## src/design/mbd_pkg.sv

```systemverilog
// shared types, register codes and table-building functions for the mipmap box downsampler
// no dependencies; imported by mbd_cfg, mbd_combine and the top level
package mbd_pkg;

  localparam int MBD_MAX_DIM     = 4096;
  localparam int MBD_LINEAR_BITS = 16;
  localparam int MBD_ADDR_W      = 4;

  localparam logic [1:0] REG_WIDTH  = 2'd0;
  localparam logic [1:0] REG_HEIGHT = 2'd1;
  localparam logic [1:0] REG_SRGB   = 2'd2;

  localparam logic [63:0] Q31_ONE = 64'd2147483648;
  localparam logic [63:0] B_SQ    = 64'd2894978025;

  typedef struct packed {
    logic [12:0] width;
    logic [12:0] height;
    logic        srgb;
    logic        clear;
  } mbd_cfg_t;

  // srgb decode of n/510 in q31
  function automatic logic [63:0] mbd_decode_q31(input int unsigned n_in);
    logic [63:0] n;
    logic [63:0] a;
    logic [63:0] u2;
    logic [63:0] r;
    logic [63:0] c;
    logic [63:0] p2;
    logic [63:0] p5;
    int          bt;
    n = 64'(n_in);
    if (n > 64'd510) begin
      n = 64'd510;
    end
    if (n * 64'd100000 <= 64'd2062950) begin
      return (n * 64'd25 * Q31_ONE) / 64'd164730;
    end
    a  = 64'd100 * n + 64'd2805;
    u2 = (a * a * Q31_ONE) / B_SQ;
    r  = 64'd0;
    if (u2 >= Q31_ONE) begin
      r  = Q31_ONE;
      u2 = Q31_ONE;
    end else begin
      // fifth root by bitwise search
      for (bt = 30; bt >= 0; bt--) begin
        c  = r | (64'd1 << bt);
        p2 = (c * c) >> 31;
        p5 = (((p2 * p2) >> 31) * c) >> 31;
        if (p5 <= u2) begin
          r = c;
        end
      end
    end
    return (u2 * r) >> 31;
  endfunction

  function automatic logic [63:0] mbd_lin_entry(input int unsigned k, input int unsigned lb);
    logic [63:0] full;
    full = (64'd1 << lb) - 64'd1;
    return (mbd_decode_q31(2 * k) * full + (Q31_ONE >> 1)) >> 31;
  endfunction

  function automatic logic [63:0] mbd_thr_entry(input int unsigned k, input int unsigned lb);
    logic [63:0] full;
    full = (64'd1 << lb) - 64'd1;
    if (k == 0) begin
      return 64'd0;
    end
    return (mbd_decode_q31(2 * k - 1) * 64'd4 * full + Q31_ONE - 64'd1) >> 31;
  endfunction

endpackage

```

## src/design/mbd_cfg.sv

```systemverilog
// apb register file: image width, image height, srgb mode
// depends on mbd_pkg
module mbd_cfg
  import mbd_pkg::*;
(
  input  logic                  clk_i,
  input  logic                  rst_ni,
  input  logic                  psel,
  input  logic                  penable,
  input  logic                  pwrite,
  input  logic [MBD_ADDR_W-1:0] paddr,
  input  logic [31:0]           pwdata,
  output logic [31:0]           prdata,
  output logic                  pready,
  output mbd_cfg_t              cfg_o
);

  logic [12:0] width_q;
  logic [12:0] height_q;
  logic        srgb_q;
  logic        wr;
  logic [1:0]  reg_idx;

  assign wr      = psel && penable && pwrite;
  assign reg_idx = paddr[3:2];
  assign pready  = 1'b1;

  always_ff @(posedge clk_i or negedge rst_ni) begin
    if (!rst_ni) begin
      width_q  <= 13'd1;
      height_q <= 13'd1;
      srgb_q   <= 1'b0;
    end else if (wr) begin
      case (reg_idx)
        REG_WIDTH:  width_q  <= pwdata[12:0];
        REG_HEIGHT: height_q <= pwdata[12:0];
        REG_SRGB:   srgb_q   <= pwdata[0];
        default: ;
      endcase
    end
  end

  always_comb begin
    case (reg_idx)
      REG_WIDTH:  prdata = {19'd0, width_q};
      REG_HEIGHT: prdata = {19'd0, height_q};
      REG_SRGB:   prdata = {31'd0, srgb_q};
      default:    prdata = 32'd0;
    endcase
  end

  // any write to a real register restarts the image
  assign cfg_o.width  = width_q;
  assign cfg_o.height = height_q;
  assign cfg_o.srgb   = srgb_q;
  assign cfg_o.clear  = wr && (reg_idx == REG_WIDTH || reg_idx == REG_HEIGHT ||
                               reg_idx == REG_SRGB);

endmodule

```

## config.mk

```make
export PLATFORM = sky130hd
export DESIGN_NAME = mbd_cfg
export DESIGN_NICKNAME = d
export VERILOG_FILES = /design/src/design/mbd_pkg.sv /design/src/design/mbd_cfg.sv
export SDC_FILE = /design/constraint.sdc
export NUM_CORES = 1
export LEC_CHECK = 0
export ABC_AREA = 1
export BUFFER_PORTS_ARGS = -buffer_cell sky130_fd_sc_hd__buf_2
export CAP_MARGIN = 0
export CORE_MARGIN = 2
export CORE_UTILIZATION = 42
export CTS_BUF_LIST = sky130_fd_sc_hd__clkbuf_8
export CTS_CLUSTER_DIAMETER = 100
export DETAILED_ROUTE_END_ITERATION = 16
export PLACE_DENSITY_LB_ADDON = 0.08
export SYNTH_ARGS = -nofsm -noshare
export SYNTH_HDL_FRONTEND = slang
export SYNTH_SLANG_ARGS = --single-unit
export TNS_END_PERCENT = 100
```

## constraint.sdc

```tcl
create_clock -name clk_i -period 0.9 [get_ports clk_i]
set_input_delay 0.135 -clock clk_i [delete_from_list [all_inputs] [get_ports clk_i]]
set_output_delay 0.135 -clock clk_i [all_outputs]
set_load 0.02 [all_outputs]
```

=== Word-level counts from Yosys, hierarchy flattened ===
Index checks and enable logic that the tools add are counted.

* Bits in registers: 27
* Word-level logic and storage cells: 15

* Equality and inequality tests: 2
* Mux-type cells: 1
* Reduce and logical (&&, ||, !) cells: 9

{| class="wikitable"
|+ Operator list
! kind !! number
|-
| $pmux W13 S3 || 1
|-
| $reduce_and A2 Y1 || 3
|-
| $logic_and A1 B1 Y1 || 3
|-
| $eq A2 B1 Y1 const B || 1
|-
| $eq A2 B2 Y1 const B || 1
|-
| $logic_not A2 Y1 || 1
|-
| $logic_or A1 B1 Y1 || 2
|}

=== Depth between registers and ports, before layout ===
Gate-level depths: netlist (run 1).

* Word-level depth: 4
* Mapped depth: 7
* Depth with buffers taken out: 6

=== Worst setup path before layout (run 1) ===
OpenSTA, ideal clock, no wires.

* Path type: reg2out
* Start: register width_q[0]
* End: output port prdata[0]
* Arrival: 0.824 ns
* Slack: -0.059 ns
* Stages on the path, launching flop included: 3
* Path through: dfstp_2 nand2_1 nand3_1

* Cells in the longest elaborated chain, start to end: 1

{| class="wikitable"
|+ Ends and longest elaborated chain
! element !! line !! text
|-
| start: declaration || mbd_cfg.sv:18 || <nowiki>logic [12:0] width_q;</nowiki>
|-
| start signal: assignment || mbd_cfg.sv:35 || <nowiki>REG_WIDTH: width_q <= pwdata[12:0];</nowiki>
|-
| $pmux W13 S3 || mbd_cfg.sv:44 || <nowiki>case (reg_idx)</nowiki>
|-
| end: declaration || mbd_cfg.sv:13 || <nowiki>output logic [31:0] prdata,</nowiki>
|}

Every way passes these cells.

=== Final worst setup path (run 1) ===
* Start: register height_q[0]
* End: output port prdata[0]

* Cells in the longest elaborated chain, start to end: 1

{| class="wikitable"
|+ Ends and longest elaborated chain
! element !! line !! text
|-
| start: declaration || mbd_cfg.sv:19 || <nowiki>logic [12:0] height_q;</nowiki>
|-
| start signal: assignment || mbd_cfg.sv:36 || <nowiki>REG_HEIGHT: height_q <= pwdata[12:0];</nowiki>
|-
| $pmux W13 S3 || mbd_cfg.sv:44 ||
|}

Every way passes these cells.

==> results of run 1 <==
==> power by group <==
group / leakage [nW] / switching, mW / internal, mW
registers: 0.339 / 0.240 / 1.47
clock network: 0.0217 / 0.392 / 0.314
logic: 1.03 / 1.04 / 1.21
total: 1.39 / 1.67 / 3.00
==> sequential cells by signal (all words and copies together) (netlist names) <==
signal / count
srgb_q: 1
width_q: 13
height_q: 13
==> final cells by class <==
class | instances | area (um2) | share of cell area, %
Clock inverter | 1 | 7.51 | 0.310
Inverter | 4 | 15.0 | 0.621
Clock buffer | 3 | 41.3 | 1.71
Sequential cell | 27 | 678 | 28.0
Multi-Input combinational cell | 154 | 636 | 26.3
Tap cell | 46 | 57.6 | 2.38
Timing Repair Buffer | 104 | 983 | 40.7
==> Yosys cell counts (all sizes together) <==
cell / n
nand2: 125
buf: 27
dfrtp: 25
nor2: 5
inv: 4
nand3: 3
conb: 2
dfstp: 2
a21oi: 1
==> worst paths after layout <==
check                                              from                 endpoint  cells after the start
worst max-delay path            height_q[0]$_DFFE_PN1P_                prdata[0]                      3
worst min-delay path                          pwdata[3]   width_q[3]$_DFFE_PN0P_                      3
worst max register to register   width_q[8]$_DFFE_PN0P_   width_q[8]$_DFFE_PN0P_                      5
worst min register to register   width_q[0]$_DFFE_PN1P_   width_q[0]$_DFFE_PN1P_                      2
max in group asynchronous                        rst_ni  height_q[1]$_DFFE_PN0P_                      3
min in group asynchronous                        rst_ni   width_q[8]$_DFFE_PN0P_                      2
==> placed cells by master, fill, tap and decap left out, drive strengths merged <==
| master | count |
|---|---|
| buf | 103 |
| dfstp | 2 |
| nor2 | 5 |
| conb | 20 |
| clkbuf | 3 |
| a21oi | 1 |
| dlygate4sd3 | 1 |
| dfrtp | 25 |
| inv | 4 |
| nand3 | 3 |
| clkinvlp | 1 |
| nand2 | 125 |
==> routing by layer <==
metal | vias to the layer above | GRT usage, % | wire [um]
li1 | 736 | - | -
met1 | 669 | 24.6 | 1620
met2 | 55 | 37.5 | 2180
met3 | 5 | 2.88 | 209
met4 | 0 | 5.00 | 34
met5 | - | 0 | 0
==> timing repair <==
| action | CTS | global route |
|---|---|---|
| hold buffers | 1 | 0 |
| gates resized for setup | 78 | 19 |
| setup buffers | 6 | 24 |
| endpoints found under the setup margin | 40 | 40 |
| hold endpoints to repair | 8 | 0 |
| pin swaps | 28 | 6 |
==> logic make-up (layout without fill, tap and decap cells) <==
family	after synthesis	in the layout	synth area share, %
other	2	20	0.515
and+or+nand+nor	133	133	37.1
buffers and inverters	31	112	15.5
AOI/OAI and AO/OA	1	1	0.343
DFF	27	27	46.5
==> through the flow <==
stage / area (um2) / setup TNS (ns)
after CTS: 2170 / -4.88
final: 2420 / -6.52
after detailed placement: 1820 / -4.30
after global placement: 1820 / -3.87
after floorplan: 1530 / -0.00738
after global routing: 2420 / -7.98
==> worst reg2reg max path, delay by kind of cell (launching register included) <==
kind,cells,cell delay [ns]
buffers and inverters,3,0.37
AND/OR/NAND/NOR,2,0.10
flip-flops,1,0.41
==> summary.md, run 1 <==
| Metric | Value |
|---|---|
| CTS clock-pin slew for the worst setup and hold paths | around 0.1 ns |
| Drt first-iter violations | 47 |
| Wire per inst | 11.9 um |
| Area leader, netlist | dfrtp_1 |
| RSZ-0062 raised after global routing | true |
| Worst skew pair latency | 0.27 ns |
| Fin worst setup slack | -0.316 ns |
| Leakage power | 1.39 nW |
| Yosys top cell area share | 42.9% |
| Slowest-stage cell, CP | dfstp_2 |
| CTS H-Tree Depth | 1 |
| Hpwl dp | 2540 um |
| Port Buf Inserts | 60 |
| HP Class | in2reg |
| FILL cells | 268 |
| Crit end category | output port |
| CP cell instances | nand2_2, nand3_2, buf_6 |
| Layout Utilization | 72.5% |
| Crit share post-route | 135% |
| Synthesized area per cell | 7.51 um2 |
| FF-to-FF setup slack | -0.07 ns |
| CP arrival | approximately 1.1 ns |
| Pwr Total | 4.67 mW |
| Startpoint Class | flip-flop |
| Die X | 62.9 um |
| Critical Path Fanout Max | 2 |
| Layout area overhead | 65.9% |
| Worst slack at placement | -0.132 ns |
| DRC Markers | 0 |
| Fin crit period | around 1.2 ns |
| # rows | 21 |
| Crit-path leading delay family | flip-flops |
| Crit path kind | reg2out |
| Post-Place Cells | about 300 |
| Failing checks | negative setup slack |
| Data required, critical path | between 0.7 and 0.8 ns |
| Total grt overflow | 0 |
| Non-filler instance count after layout | around 340 |
| Vias per cell | 4.32 |
| Antenna Nets Post-Route | 0 |
| Pwr Density | 1930 mW/mm2 |
| Synth unique cells | 17 |
| WHS | around 0.066 ns |
| Synth area leaders | dfrtp_1 43%, nand2_1 31%, buf_4 12%, dfstp_2 3.6%, buf_6 2.3% |
| Io pins | 102 |
| Crit-path max cell delay | around 0.56 ns |
| Setup violators final | 41 |
| Initial antenna violation count | 0 |
| Gr usage total | 20.3% |
| Routability Congestion | 0.748 |
| Syn. warnings | 0 |
| Via Count | 1,465 |
| Fmax | 822 MHz |
| Initial Util | a little over two fifths |
| First-pass DRT Iterations | 4 |
| Synth Register Bits | 27 |
| Synth Cell Area | between 0.001 and 0.0015 mm2 |
| Root buffer cell | clkbuf_8 |
| Area of the core | 0.00334 mm2 |
| Num Clock Sinks | 27 |
| Inserted Diodes | 0 |
| TritonCTS Buffers | 3 |
| Pin count of the biggest net entering global routing | 18 |
| Fraction of layout cells with a size suffix above 1 | 42.7% |
| Max_cap viols | 0 |
| Die ar. | between 0.003 and 0.004 mm2 |
| Nets | 335 |
| Setup Skew | 0 ns |
| First-pass GRT wire length | 6350 um |
| TritonCTS clock tree | yes |
| Status | finished with violations |
| Vias in the first global route | between 1,000 and 1,500 |
| Vert. Die Dim | 62.9 um |
| Worst Path Buf+Inv | 1 |
| Max clock buf depth | 2 |
| Mapped Cells | 194 |
| Sequential share of the synthesized area | approximately 47% |
| VDD IR-drop max | 912 uV |
| Final hold vios | 0 |
| Post-Route WL | slightly above 4000 um |
| Final Slew Violations | 0 |
(Power assumes the default switching activity.)
==> inputs of run 2 (changes only) <==
CORE_ASPECT_RATIO = 0.75   (was default)
==> summary.md, run 2 (synthesized netlist as in run 1, its figures left out) <==
| Metric | Value |
|---|---|
| Fin crit period | 1.18 ns (was 1.22 ns) |
| Setup violators final | 40 (was 41) |
| Setup Skew | 0 ns (unchanged) |
| Crit share post-route | 132% (was 135%) |
| FILL cells | 278 (was 268) |
| Commonest non-fill, non-tap cells in the layout | 120 x nand2_1, 50 x buf_6, 25 x dfrtp_1, 23 x buf_4 (was 118 x nand2_1, 54 x buf_6, 25 x dfrtp_1, 24 x buf_4, 21 x buf_2) |
| Layout Utilization | 70.9% (was 72.5%) |
| Fin worst setup slack | -0.284 ns (was -0.316 ns) |
| Area of the core | 0.00331 mm2 (was 0.00334 mm2) |
| CP arrival | 1.05 ns (was 1.08 ns) |
| Gr usage total | 19.2% (was 20.3%) |
| Startpoint Class | flip-flop (unchanged) |
| HP Class | in2reg (unchanged) |
| Worst Path Buf+Inv | 1 (unchanged) |
| Crit path kind | reg2out (unchanged) |
| Vias in the first global route | 1,151 (was 1,367) |
| DRC Markers | 0 (unchanged) |
| Data required, critical path | 0.76 ns (about the same) |
| Inserted Diodes | 0 (unchanged) |
| Pin count of the biggest net entering global routing | 28 (was 18) |
| CTS clock-pin slew for the worst setup and hold paths | 0.10 ns (about the same) |
| First-pass DRT Iterations | 4 (unchanged) |
| Vias per cell | 4.40 (was 4.32) |
| Port Buf Inserts | 60 (unchanged) |
| Final Slew Violations | 0 (unchanged) |
| Crit-path leading delay family | flip-flops (unchanged) |
| VDD IR-drop max | 1290 uV (was 912 uV) |
| Commonest non-fill, non-tap cell in the layout | nand2_1 (unchanged) |
| # rows | 18 (was 21) |
| Final hold vios | 0 (unchanged) |
| RSZ-0062 raised after global routing | true (unchanged) |
| Crit end category | output port (unchanged) |
| Wire per inst | 12.0 um (was 11.9 um) |
| Die X | 72.0 um (was 62.9 um) |
| TritonCTS clock tree | yes (unchanged) |
| Hpwl dp | 2440 um (was 2540 um) |
| Fraction of layout cells with a size suffix above 1 | 40.8% (was 42.7%) |
| CP cell instances | nand2_2, nand3_2, buf_6 (unchanged) |
| Max_cap viols | 0 (unchanged) |
| Worst skew pair latency | 0.27 ns (about the same) |
| Critical Path Fanout Max | 2 (unchanged) |
| Slowest-stage cell, CP | dfstp_2 (unchanged) |
| Fmax | 845 MHz (was 822 MHz) |
| Post-Route WL | 3930 um (was 4050 um) |
| Fin area | 0.00235 mm2 (was 0.00242 mm2) |
| Total grt overflow | 0 (unchanged) |
| Max clock buf depth | 2 (unchanged) |
| Multi-input gate area | 631 um2 (was 636 um2) |
| Initial antenna violation count | 0 (unchanged) |
| Routability Congestion | 0.716 (was 0.748) |
| Status | finished with violations (unchanged) |
| Die ar. | 0.00396 mm2 (about the same) |
| Crit-path max cell delay | 0.55 ns (was 0.56 ns) |
| Pwr Total | 4.54 mW (was 4.67 mW) |
| Root buffer cell | clkbuf_8 (unchanged) |
| Drt first-iter violations | 88 (was 47) |
| Top Registers | height_q: 13 flops, width_q: 13 flops, srgb_q: 1 flops (unchanged) |
| Via Count | 1,440 (was 1,465) |
| Nets | 329 (was 335) |
| Pwr Density | 1930 mW/mm2 (about the same) |
| Num Clock Sinks | 27 (unchanged) |
| Cell area after placement | 0.00182 mm2 (unchanged) |
| Antenna Nets Post-Route | 0 (unchanged) |
| TritonCTS Buffers | 3 (unchanged) |
| Layout area overhead | 61.1% (was 65.9%) |
| Initial Util | 44.0% (was 43.7%) |
| Sequential Area | 678 um2 (unchanged) |
| Io pins | 102 (unchanged) |
| Vert. Die Dim | 55.0 um (was 62.9 um) |
| Setup TNS | -5.99 ns (was -6.52 ns) |
| First-pass GRT wire length | 5590 um (was 6350 um) |
| Failing checks | negative setup slack (unchanged) |
| Leakage power | 1.36 nW (was 1.39 nW) |
| CTS H-Tree Depth | 1 (unchanged) |
## run 2: changes by cell type in the layout (fill, tap and decap cells not counted)
| cell | previous run | this run |
|---|---|---|
| buf_6 | 54 | 50 |
| nand2_1 | 118 | 120 |
| nand2_2 | 6 | 4 |
| buf_2 | 21 | 20 |
| buf_4 | 24 | 23 |
## run 2: repair_timing
item,4_1_cts,5_1_grt
endpoints found under the setup margin,40,41
gates resized for setup,80,12
buffers inserted,9,14
endpoints found under the hold margin,25,0
pin swaps,33,10
hold buffers,1,0
## run 2: final timing paths
path / startpoint / to / slack, ns / depth (start not counted)
worst max-delay path: height_q[0]$_DFFE_PN1P_ / prdata[0] / -0.28 / 3
worst min-delay path: pwdata[2] / width_q[2]$_DFFE_PN0P_ / 0.07 / 3
worst max register to register: height_q[5]$_DFFE_PN0P_ / height_q[5]$_DFFE_PN0P_ / 0.02 / 4
worst min register to register: width_q[0]$_DFFE_PN1P_ / width_q[0]$_DFFE_PN1P_ / 0.48 / 2
max in group asynchronous: rst_ni / height_q[0]$_DFFE_PN1P_ / 0.32 / 3
min in group asynchronous: rst_ni / width_q[6]$_DFFE_PN0P_ / 0.33 / 3
## run 2: area by class of cell
type | instances | area share [%]
repair buffers | 98 | 39.4
flip-flops and latches | 27 | 28.9
multi-input cells | 154 | 26.9
well taps | 40 | 2.13
clock buffers | 3 | 1.76
inverters | 4 | 0.639
clock inverters | 1 | 0.320
## run 2: through the flow
| step | hold slack [ns] | setup slack, ns | instances |
|---|---|---|---|
| 2_1_floorplan | -0.161 | -0.00738 | 212 |
| 3_3_place_gp | 0.0946 | -0.161 | 299 |
| 3_5_place_dp | 0.0911 | -0.148 | 299 |
| 4_1_cts | 0.0628 | -0.295 | 313 |
| 5_1_grt | 0.0645 | -0.325 | 327 |
| 6_report | 0.0666 | -0.284 | 327 |
## run 2: worst reg2reg max path: cells and delay by family, from the launching register on
| kind | cells | cell delay (ns) |
|---|---|---|
| buffers and inverters | 2 | 0.26 |
| flip-flops | 1 | 0.42 |
| AND/OR/NAND/NOR | 2 | 0.10 |
## run 2: metal layers
layer | up-vias | GRT usage, % | wire, um
li1 | 725 | - | -
met1 | 657 | 24.3 | 1780
met2 | 51 | 32.9 | 1880
met3 | 7 | 4.71 | 198
met4 | 0 | 6.60 | 71
met5 | - | 0 | 0
## run 2: power by group
group | switching, mW | internal (mW) | total [mW] | leakage (nW)
Combinational | 1.00 | 1.11 | 2.12 | 0.997
Clock | 0.392 | 0.315 | 0.707 | 0.0217
Sequential | 0.241 | 1.47 | 1.72 | 0.339
Total | 1.64 | 2.90 | 4.54 | 1.36
==> inputs of run 3 (changes only) <==
CORE_UTILIZATION = 41   (was 42)
CTS_BUF_LIST = default   (was sky130_fd_sc_hd__clkbuf_8)
TNS_END_PERCENT = 5   (was 100)
==> summary.md, run 3 (synthesized netlist as in run 1, its figures left out) <==
| Metric | Value |
|---|---|
| TritonCTS Buffers | 3 (unchanged) |
| HP Class | in2reg (unchanged) |
| VDD IR-drop max | 1000 uV (was 1290 uV) |
| Vias in the first global route | 1,206 (was 1,151) |
| Total grt overflow | 0 (unchanged) |
| Area of the core | 0.00336 mm2 (was 0.00331 mm2) |
| GRT met2 Usage | 27.5% (was 32.9%) |
| Failing checks | negative setup slack (unchanged) |
| Status | finished with violations (unchanged) |
| Via Count | 1,320 (was 1,440) |
| Crit path kind | reg2out (unchanged) |
| Gr usage total | 18.3% (was 19.2%) |
| FF-to-FF setup slack | 0.07 ns (was 0.02 ns) |
| Nets | 306 (was 329) |
| FF-to-FF Start | height_q[0]$_DFFE_PN1P_ (was height_q[5]$_DFFE_PN0P_) |
| Hpwl dp | 2660 um (was 2440 um) |
| Die X | 72.9 um (was 72.0 um) |
| Fin area | 0.00188 mm2 (was 0.00235 mm2) |
| Worst slack at placement | -0.150 ns (was -0.148 ns) |
| Vert. Die Dim | 55.6 um (was 55.0 um) |
| CP arrival | 1.05 ns (about the same) |
| Hold Path Stages | 3 (unchanged) |
| WHS | 0.0796 ns (was 0.0666 ns) |
| Worst skew pair latency | 0.26 ns (was 0.27 ns) |
| First-pass DRT Iterations | 4 (unchanged) |
| Layout area overhead | 28.8% (was 61.1%) |
| Post-CTS Setup Bufs | 0 (was 9) |
| Setup Skew | 0 ns (unchanged) |
| Fraction of layout cells with a size suffix above 1 | 35.2% (was 40.8%) |
| Fin crit period | 1.19 ns (was 1.18 ns) |
| Die ar. | 0.00405 mm2 (was 0.00396 mm2) |
| Root buffer cell | clkbuf_8 (unchanged) |
| Cell area after placement | 0.00179 mm2 (was 0.00182 mm2) |
| Vias per cell | 4.34 (was 4.40) |
| CP cell instances | nand2_2, nand3_2, buf_6 (unchanged) |
| CTS H-Tree Depth | 1 (unchanged) |
| Crit-path max cell delay | 0.56 ns (was 0.55 ns) |
| GRT busiest layer | met2 (unchanged) |
| TritonCTS clock tree | yes (unchanged) |
| Setup TNS | -4.45 ns (was -5.99 ns) |
| Hold Crit Start | pwdata[12] (was pwdata[2]) |
| Post-Route WL | 3410 um (was 3930 um) |
| Wire per inst | 11.2 um (was 12.0 um) |
| Non-filler instance count after layout | 304 (was 327) |
| Max clock buf depth | 2 (unchanged) |
| Drt first-iter violations | 51 (was 88) |
| Io pins | 102 (unchanged) |
| R2r endpoint | height_q[0]$_DFFE_PN1P_ (was height_q[5]$_DFFE_PN0P_) |
| Routability Congestion | 0.848 (was 0.716) |
| Data required, critical path | 0.76 ns (about the same) |
| Antenna Nets Post-Route | 0 (unchanged) |
| CTS clock-pin slew for the worst setup and hold paths | 0.09 ns (was 0.10 ns) |
| Final Slew Violations | 0 (unchanged) |
| Final hold vios | 0 (unchanged) |
| Commonest non-fill, non-tap cells in the layout | 120 x nand2_1, 55 x buf_2, 25 x dfrtp_1, 20 x conb_1, 13 x buf_4 (was 120 x nand2_1, 50 x buf_6, 25 x dfrtp_1, 23 x buf_4) |
| Initial Util | 43.4% (was 44.0%) |
| Max_cap viols | 0 (unchanged) |
| Setup violators final | 40 (unchanged) |
| Fin worst setup slack | -0.287 ns (was -0.284 ns) |
| DRC Markers | 0 (unchanged) |
| Pin count of the biggest net entering global routing | 16 (was 28) |
| Leakage power | 1.18 nW (was 1.36 nW) |
| Port Buf Inserts | 60 (unchanged) |
| RSZ-0062 raised after global routing | true (unchanged) |
| First-pass GRT wire length | 5780 um (was 5590 um) |
| Num Clock Sinks | 27 (unchanged) |
| Pwr Density | 1960 mW/mm2 (was 1930 mW/mm2) |
| Initial antenna violation count | 0 (unchanged) |
| Fmax | 842 MHz (was 845 MHz) |
| Commonest non-fill, non-tap cell in the layout | nand2_1 (unchanged) |
| # rows | 18 (unchanged) |
| Inserted Diodes | 0 (unchanged) |
| Post-Place Cells | 299 (unchanged) |
| Hold Path Sink | height_q[12]$_DFFE_PN0P_ (was width_q[2]$_DFFE_PN0P_) |
| Layout Utilization | 56.0% (was 70.9%) |
| Startpoint Class | flip-flop (unchanged) |
| Global-route met3 utilization | 4.71% (unchanged) |
| Pwr Total | 3.69 mW (was 4.54 mW) |
| Top Registers | height_q: 13 flops, width_q: 13 flops, srgb_q: 1 flops (unchanged) |
| Met1 usage | 27.5% (was 24.3%) |
| Reg2reg path depth | 3 (was 4) |
| Slowest-stage cell, CP | dfstp_2 (unchanged) |
| Critical Path Fanout Max | 2 (unchanged) |
| Crit end category | output port (unchanged) |
| Crit share post-route | 132% (about the same) |
==> run 3: area by class of cell <==
cell class                 count  area (um2)
tap                           40        50.0
inverter                       4        15.0
fill                         334        1480
clock buffer                   4        45.0
timing repair buffer          75         459
multi-input combinational    154         631
sequential                    27         678
==> run 3: what timing repair did <==
| item | in CTS | in global routing |
|---|---|---|
| setup endpoints to repair | 40 | 40 |
| hold endpoints to repair | 10 | 0 |
| pin swaps | 2 | 0 |
| gates resized for setup | 6 | 6 |
| hold buffers | 1 | 0 |
==> run 3: worst max-delay path by stage <==
stage | startpoint | to | cells past startpoint
after floorplan | height_q[0]$_DFFE_PN1P_ | prdata[0] | 2
after global placement | paddr[3] | width_q[1]$_DFFE_PN0P_ | 6
after detailed placement | paddr[3] | width_q[5]$_DFFE_PN0P_ | 6
after CTS | height_q[0]$_DFFE_PN1P_ | prdata[0] | 3
after global routing | width_q[0]$_DFFE_PN1P_ | prdata[0] | 3
final | height_q[0]$_DFFE_PN1P_ | prdata[0] | 3
==> run 3: metal layers <==
metal,wire length [um],up-vias
met5,0,-
met4,9,0
met3,154,2
met2,1470,45
met1,1780,599
li1,-,674
==> run 3: worst max-delay path: cells and delay by family (launching register included) <==
kind / cells / cell delay, ns
buf+inv: 1 / 0.11
simple gates: 2 / 0.12
flops: 1 / 0.56
==> run 3: power by group <==
part / total (mW) / internal, mW / switching, mW
clock network: 0.661 / 0.316 / 0.345
registers: 1.68 / 1.48 / 0.201
logic: 1.35 / 0.479 / 0.869
total: 3.69 / 2.27 / 1.41
